--- config.mk ---
export PLATFORM = sky130hd
export DESIGN_NAME = packet_ack_bitfield
export DESIGN_NICKNAME = d
export VERILOG_FILES = /design/src/hdl/pab_pkg.sv /design/src/hdl/pab_core.sv /design/src/hdl/packet_ack_bitfield.sv
export SDC_FILE = /design/constraint.sdc
export NUM_CORES = 1
export LEC_CHECK = 0
export BUFFER_PORTS_ARGS = -buffer_cell sky130_fd_sc_hd__buf_2
export CAP_MARGIN = 0
export CORE_ASPECT_RATIO = 0.7
export CORE_MARGIN = 4
export CORE_UTILIZATION = 55
export CTS_BUF_LIST = sky130_fd_sc_hd__clkbuf_2
export CTS_CLUSTER_DIAMETER = 120
export DETAILED_ROUTE_END_ITERATION = 10
export PLACE_DENSITY = 0.74
export SLEW_MARGIN = 20
export SYNTH_ARGS = -nofsm -noshare
export SYNTH_HDL_FRONTEND = slang
export SYNTH_SLANG_ARGS = --single-unit
export TNS_END_PERCENT = 1
--- constraint.sdc ---
create_clock -name clk -period 16.2 [get_ports clk]
set_input_delay 0 -clock clk [delete_from_list [all_inputs] [get_ports clk]]
set_output_delay 0 -clock clk [all_outputs]
set_load 0.005 [all_outputs]
--- src/hdl/pab_pkg.sv ---
// shared types and constants for the packet ack bitfield block
// no dependencies; imported by pab_core and packet_ack_bitfield
package pab_pkg;

	// sequence number and window geometry
	localparam int SN_BITS      = 16;
	localparam int WINDOW_BYTES = 4;
	localparam int WIN_BITS     = WINDOW_BYTES * 8;
	localparam int DIST_BITS    = $clog2(WIN_BITS + 1);
	localparam int IDX_BITS     = $clog2(WIN_BITS);

	// item operation codes
	localparam logic MODE_RECORD = 1'b0;
	localparam logic MODE_QUERY  = 1'b1;

	typedef logic [SN_BITS-1:0]  sn_t;
	typedef logic [WIN_BITS-1:0] win_t;

	typedef struct packed {
		logic mode;
		sn_t  seq_num;
		sn_t  prev_seq_num;
	} pab_req_t;

	typedef struct packed {
		sn_t  latest_sn;
		win_t ack_bits;
		logic acked;
	} pab_rsp_t;

	// wrap-aware distance from older b up to newer a, zero if a is not newer
	function automatic sn_t sn_distance(sn_t a, sn_t b);
		sn_t d;
		d = a - b;
		if (d != '0 && !d[SN_BITS-1]) begin
			return d;
		end
		return '0;
	endfunction

endpackage

--- src/hdl/pab_core.sv ---
// ack window state and the combinational record / query logic
// depends on pab_pkg
module pab_core (
	input  logic             clk,
	input  logic             arst_n,
	input  logic             fire,
	input  pab_pkg::pab_req_t item,
	output pab_pkg::pab_rsp_t result
);
	import pab_pkg::*;

	sn_t  latest_q;
	win_t win_q;
	logic first_q;

	sn_t                 sn_gap;
	logic                in_win;
	logic [DIST_BITS-1:0] sh;
	logic [IDX_BITS-1:0]  idx;
	sn_t                 latest_nxt;
	win_t                win_nxt;
	logic                first_nxt;
	logic                acked;

	// distance: record measures seq from prev, query measures latest from asked
	always_comb begin
		if (item.mode == MODE_RECORD) begin
			sn_gap = sn_distance(item.seq_num, item.prev_seq_num);
		end else begin
			sn_gap = sn_distance(latest_q, item.seq_num);
		end
		in_win = (sn_gap != '0) && (sn_gap <= sn_t'(WIN_BITS));
		sh     = sn_gap[DIST_BITS-1:0];
		idx    = IDX_BITS'(sh - DIST_BITS'(1));
	end

	// next state and query answer
	always_comb begin
		latest_nxt = latest_q;
		win_nxt    = win_q;
		first_nxt  = first_q;
		acked      = 1'b0;
		unique case (item.mode)
			MODE_RECORD: begin
				latest_nxt = item.seq_num;
				first_nxt  = 1'b0;
				if (!first_q) begin
					if (sn_gap > sn_t'(WIN_BITS)) begin
						win_nxt = '0;
					end else if (in_win) begin
						win_nxt = (win_q << sh) | (win_t'(1) << idx);
					end
				end
			end
			MODE_QUERY: begin
				if (in_win) begin
					acked = win_q[idx];
				end
			end
			default: ;
		endcase
	end

	// state registers advance when the item is taken into the result stage
	always_ff @(posedge clk or negedge arst_n) begin
		if (!arst_n) begin
			latest_q <= '0;
			win_q    <= '0;
			first_q  <= 1'b1;
		end else if (fire) begin
			latest_q <= latest_nxt;
			win_q    <= win_nxt;
			first_q  <= first_nxt;
		end
	end

	assign result.latest_sn = latest_nxt;
	assign result.ack_bits  = win_nxt;
	assign result.acked     = acked;

	// a record always becomes the latest number and ends the first-record case
	a_record_latest: assert property (@(posedge clk) disable iff (!arst_n)
		fire && item.mode == MODE_RECORD |=> latest_q == $past(item.seq_num) && !first_q)
		else $error("record did not update latest number");

	// a query leaves the state alone
	a_query_keeps: assert property (@(posedge clk) disable iff (!arst_n)
		fire && item.mode == MODE_QUERY |=> latest_q == $past(latest_q) && win_q == $past(win_q))
		else $error("query changed window state");

	// a record inside the window marks the previous number
	a_record_marks: assert property (@(posedge clk) disable iff (!arst_n)
		fire && item.mode == MODE_RECORD && !first_q && in_win |=> win_q[$past(idx)])
		else $error("ack bit not set by record");

endmodule

--- src/hdl/packet_ack_bitfield.sv ---
// top level of the packet ack bitfield block: input and result registers
// depends on pab_pkg and pab_core
//
// Usage:
//   req channel  (req_valid / req_stall / req): one item per header, mode
//     record stores seq_num as latest and marks prev_seq_num in the bitmap,
//     mode query asks whether seq_num is marked.
//   rsp channel  (rsp_valid / rsp_stall / rsp): exactly one item per request,
//     carrying the latest number, the 32-bit ack bitmap and the query answer.
//   Path: a request is held in the input register, its result in the result
//     register that drives rsp. Throughput: one item per cycle while
//     rsp_stall is low; the distance subtract, window shift and bit set
//     are combinational between the input register and result register.
//   Reset clears latest number and bitmap and arms the first-record case,
//     in which a record only stores the latest number.
//   When rsp_stall holds, the result register keeps its item, the input
//     register can still take one more item, and req_stall rises only
//     once both are full.
module packet_ack_bitfield (
	input  logic              clk,
	input  logic              arst_n,
	input  logic              req_valid,
	output logic              req_stall,
	input  pab_pkg::pab_req_t req,
	output logic              rsp_valid,
	input  logic              rsp_stall,
	output pab_pkg::pab_rsp_t rsp
);
	import pab_pkg::*;

	pab_req_t req_s1;
	logic     v_s1;
	pab_rsp_t rsp_s2;
	logic     v_s2;
	logic     adv2;
	pab_rsp_t core_rsp;

	// result stage takes a new item when empty or being drained
	assign adv2      = !v_s2 || !rsp_stall;
	assign req_stall = v_s1 && !adv2;

	pab_core u_core (
		.clk    (clk),
		.arst_n (arst_n),
		.fire   (v_s1 && adv2),
		.item   (req_s1),
		.result (core_rsp)
	);

	// input register
	always_ff @(posedge clk or negedge arst_n) begin
		if (!arst_n) begin
			v_s1 <= 1'b0;
		end else if (!req_stall) begin
			v_s1 <= req_valid;
		end
	end

	always_ff @(posedge clk) begin
		if (!req_stall && req_valid) begin
			req_s1 <= req;
		end
	end

	// result register
	always_ff @(posedge clk or negedge arst_n) begin
		if (!arst_n) begin
			v_s2 <= 1'b0;
		end else if (adv2) begin
			v_s2 <= v_s1;
		end
	end

	always_ff @(posedge clk) begin
		if (adv2 && v_s1) begin
			rsp_s2 <= core_rsp;
		end
	end

	assign rsp_valid = v_s2;
	assign rsp       = rsp_s2;

	// backpressure only when both registers hold an item
	a_stall_full: assert property (@(posedge clk) disable iff (!arst_n)
		req_stall |-> v_s1 && v_s2 && rsp_stall)
		else $error("input stalled while a register was free");

	// an item leaving the input register lands in the result register
	a_no_loss: assert property (@(posedge clk) disable iff (!arst_n)
		v_s1 && adv2 |=> v_s2)
		else $error("item lost between stages");

	// a stalled result item stays valid and unchanged
	a_rsp_hold: assert property (@(posedge clk) disable iff (!arst_n)
		rsp_valid && rsp_stall |=> rsp_valid && $stable(rsp))
		else $error("stalled result item changed");

endmodule
Word level (Yosys, flattened, before mapping)
Index checks and enable logic that the tools add are counted.

Output and inout bits: 51. ROM bits: 0. Bits in latches: 0. Input bits: 37. Memory bits (writable): 0. Bits in registers: 133. Word-level logic and storage cells: 55. Memories kept: 0.

Eq/ne operators: 0. Div/mod/pow operators: 0. Reduce and logical (&&, ||, !) cells: 18. Shift operators: 2. Muxes and demuxes: 16. Bitwise logic cells: 2. Order comparisons: 3. $add $sub $neg: 3. Multiply operators: 0.

Operator list (count): 32-bit two-way mux (4); 16-bit two-way mux (6); 16-bit nonzero test (3); 32-bit bitwise OR (1); 1-bit by 5-bit left shift with 32-bit output (first input constant) (1); 32-bit by 6-bit left shift with 32-bit output (1); 16-bit subtractor (2); 16-bit by 6-bit greater-than comparator with 1-bit output (second input constant) (1); 16-bit by 6-bit less-or-equal comparator with 1-bit output (second input constant) (1); 1-bit logical AND (6); 1-bit logical NOT (6); 5-bit by 6-bit less-than comparator with 1-bit output (second input constant) (1); 1-bit binary-select mux with 5-bit select (1); 1-bit two-way mux (5); 5-bit by 1-bit subtractor with 5-bit output (second input constant) (1); 2-bit AND reduction (2); 1-bit logical OR (1); 1-bit NOT (1).

Longest topological paths before layout
Depth after elaboration: 14. Gate-level depth with buffers: 24. Depth with buffers taken out: 18.

By module
From an unflattened synthesis, not the netlist that was laid out.

Cells, all modules: 1147. Area total of the unflattened synthesis: 10530.1 µm².

Modules (own cells, without submodules): pab_core (sequential area each 1227.4 µm², times used 1, area an instance 7975.1 µm², cells an instance 1057); packet_ack_bitfield (sequential area each 2512.4 µm², times used 1, area an instance 2555.0 µm², cells an instance 90).

Worst setup path after synthesis
No wires, ideal clock.

Kind: flip-flop to flip-flop. Start point: reg req_s1[17] in the netlist's numbering. End point: reg rsp_s2, in the netlist rsp[23] (data pin). Stages on the path, launching flop included: 22. Path buffers: 4. Clock period less this slack: 5.335 ns. Data required time: 15.946 ns. Path slack: 10.865 ns. Setup time: 0.254 ns. Arrival: 5.081 ns. Cells stage by stage: edfxtp_1 ha_1 nor2b_1 o2111ai_1 a2111oi_1 or3_4 mux2i_4 o22ai_2 inv_2 buf_2 buf_4 buf_2 ha_1 inv_1 nor3_2 nand3_1 a222oi_1 buf_2 or4b_1 and4bb_1 o21ai_1 o21a_1.

RTL lines: start, declared (line packet_ack_bitfield.sv:31) `pab_req_t req_s1;`; start signal, assigned (line packet_ack_bitfield.sv:61) `req_s1 <= req;`; end signal, assigned (line packet_ack_bitfield.sv:76) `rsp_s2 <= core_rsp;`; end, declared (line packet_ack_bitfield.sv:33) `pab_rsp_t rsp_s2;`.

==> impl_metrics.yaml <==
drt:
  wl_met1_mm: 17.1
  drt-wirelength-per-cell_um: 25.2
  top_layer: "met5"
  antenna_left: 0
  drtIter0Drc: 1432
  vias: 10200
  drtPass1Iterations: 7
  dr_wl_met2_mm: 14.9
  viasPerCell: 6.65
  drt-total-wl_mm: 38.6
  wl_met3_mm: 5.85
  drc: 0
power_and_ir_drop:
  power.leakage_nw: 4.96
  peakVddDrop_v: 0.0000914
  power.density_nw_per_um2: 167
  power_w: 0.00197
worst_hold_path:
  holdPathStages: 3
  hold_path.startpoint: "req_valid"
  holdPathEnd: "req_s1[18]"
  hold_path.class: "in2reg"
setup_path:
  worstReg2RegStart: "req_s1[17]"
  crit_type: "reg2reg"
  critical-path-top-delay-family: "compound AO/OA/AOI/OAI gates"
  max_stage_delay_ns: 0.70
  r2r-end: "rsp[28]"
  cp_max_fo: 33
  required_ns: 16.76
  critPathArrivalTime_ns: 6.99
  cp_slowest_cell: "a2111oi_1"
  crit_buf_inv: 3
  critPathLaunchType: "flip-flop"
  rr_worst_depth: 18
  path_cells: "ha_1 > nor2b_1 > o2111ai_1 > a2111oi_1 > or3_4 > mux2i_4 > o22a_1 > buf_4 > ha_1 > inv_1 > nor3_2 > nand3_1 > a222oi_1 > buf_4 > nand2_1 > a221oi_1 > o21ai_0 > o221a_2"
  r2r_slack_ns: 9.77
  end_kind: "flip-flop"
floorplan:
  io_pins: 88
  dieHeight_um: 122
  die_area_um2: 20800
  start_util: 0.563
  num_rows: 41
  dieWidth_um: 171
  design.core.area_um2: 18100
clock_tree:
  clk_latency_ns: 0.80
  cts.root.buffer_cell: "clkbuf_2"
  cts_tree: "done"
  cts-htree-levels: 4
  clkTransAtPathRegs_ns: 0.28
  holdBufCountCts: 73
  cts_buffer_depth: 2
  post_cts_resize_count: 0
  numCtsBuffers: 17
  clock-sinks: 133
  post_cts_buffers: 0
place:
  dp.cells: 1426
  place_ws_ns: 10.10
  hpwl_mm: 26.6
  gp_congestion: 1.03
  place.port_buffers: 87
finish:
  instances_no_fill: 1534
  layout_commonest_cell: "nand2_1"
  fin_nets: 1358
  layout_common_cells: "nand2_1 (150), nor2_1 (91), buf_2 (87), o21ai_0 (86), edfxtp_1 (82)"
  utilization: 0.651
  drive_above_1_share: 0.144
  areaGrowthSynthToFinish_pct: 15.6
  fillers: 1482
grt:
  grt_pass1_wl_mm: 57.1
  antenna_found_initial: 3
  gr-total-overflow: 0
  grt_max_degree: 69
  grt_usage: 0.366
  grt_pass1_vias: 9259
sta:
  setup_slack_ns: 9.77
  slew_headroom: 0.334
  tns_ns: 0
  period_minus_slack_ns: 6.43
  rsz0062_at_grt: "no"
  min_period_over_period: 0.397
  hold_viol: 0
  slew_violations: 0
  clock_skew_ns: 0.0540
  finalSetupViolCount: 0
  fmax_mhz: 155
  tightest_slew_ns: 0.990
synth:
  async_flop_share: 0.383
  ys_ff_latch: 133
  netlist_area_um2: 10200
  synth_cells: 1152
  synthesis.nets: 1228
  synth_cell_types: 85
  ys_seq_area_frac: 0.368
  yosys_warnings: 0
  synth-main-ff-cell: "edfxtp_1"
  synth_edf_count: 82
  syn_area_per_cell_um2: 8.83
run_status:
  status: "finished, final reports clean"
job:
  maxCapViolCount: 0
through the flow:
stage                     cell area (um^2)  hold slack [ns]
final                                11800            0.274
after global routing                 11800            0.228
after CTS                            11800            0.215
after detailed placement             10800            0.178
after global placement               10800            0.177
after floorplan                      10200           -0.296
flip-flops by register name, summed over array words and instances, names as in the netlist:
signal           cells
req_s1              33
rsp                 49
rsp_valid            1
u_core.first_q       1
u_core.latest_q     16
u_core.win_q        32
v_s1                 1
routing by layer:
layer | global-route usage | up-vias
met3 | 0.170 | 65
met5 | 0.0314 | -
met4 | 0.0733 | 4
met1 | 0.553 | 4872
li1 | - | 4557
met2 | 0.473 | 706
cells by family (layout without fill, tap and decap cells):
group	count (synthesis)	count (layout)	share of synthesized area
AO/OA/AOI/OAI	355	355	0.238
XOR/XNOR	24	24	0.0207
adder cells (fa/ha/maj)	39	39	0.0495
buffers and inverters	122	265	0.0495
flip-flops	133	133	0.368
multiplexers	94	94	0.0986
other	0	3	0
AND/OR/NAND/NOR	385	385	0.176
how the worst max path moves through the flow:
stage / from / end / slack, ns / cells after the start
after floorplan: req_s1[17] / rsp[23] / 10.86 / 21
after global placement: req_s1[17] / rsp[28] / 10.39 / 19
after detailed placement: req_s1[17] / rsp[28] / 10.10 / 19
after CTS: req_s1[17] / rsp[28] / 10.01 / 19
after global routing: req_s1[17] / rsp[28] / 9.36 / 19
final: req_s1[17] / rsp[28] / 9.77 / 18
cells in the mapped netlist (25+ instances only):
cell,instances,area share
nand3_1,36,0.018
o21a_1,25,0.018
ha_1,37,0.046
nand2_1,151,0.056
inv_1,51,0.019
a21oi_1,72,0.035
clkbuf_1,36,0.013
edfxtp_1,82,0.24
mux2i_1,74,0.073
dfrtp_1,50,0.12
o21ai_0,86,0.042
nor2_1,91,0.034
buf_2,27,0.013
layout make-up:
class                   instances  area, um^2  area share
diodes                          3        7.51    0.000639
clock buffers                  18        90.1     0.00766
clock inverters                14         170      0.0145
inverters                      52         195      0.0166
multi-input cells             897        5940       0.505
flip-flops and latches        133        3740       0.318
well taps                     236         295      0.0251
repair buffers                181        1320       0.113
power breakdown:
group | switching, W | internal (W) | total (W)
sequential | 0.000116 | 0.000449 | 0.000566
clock | 0.000154 | 0.0000772 | 0.000231
combinational | 0.000756 | 0.000415 | 0.00117
total | 0.00103 | 0.000942 | 0.00197
worst reg2reg max path, cell delays in order (launching register included):
cell,delay (ns)
edfxtp_1,0.52
ha_1,0.33
nor2b_1,0.22
o2111ai_1,0.24
a2111oi_1,0.70
or3_4,0.28
mux2i_4,0.36
o22a_1,0.20
buf_4,0.39
ha_1,0.34
inv_1,0.14
nor3_2,0.46
nand3_1,0.15
a222oi_1,0.31
buf_4,0.28
nand2_1,0.37
a221oi_1,0.49
o21ai_0,0.16
o221a_2,0.26
Power figures use the tool's default switching activity.
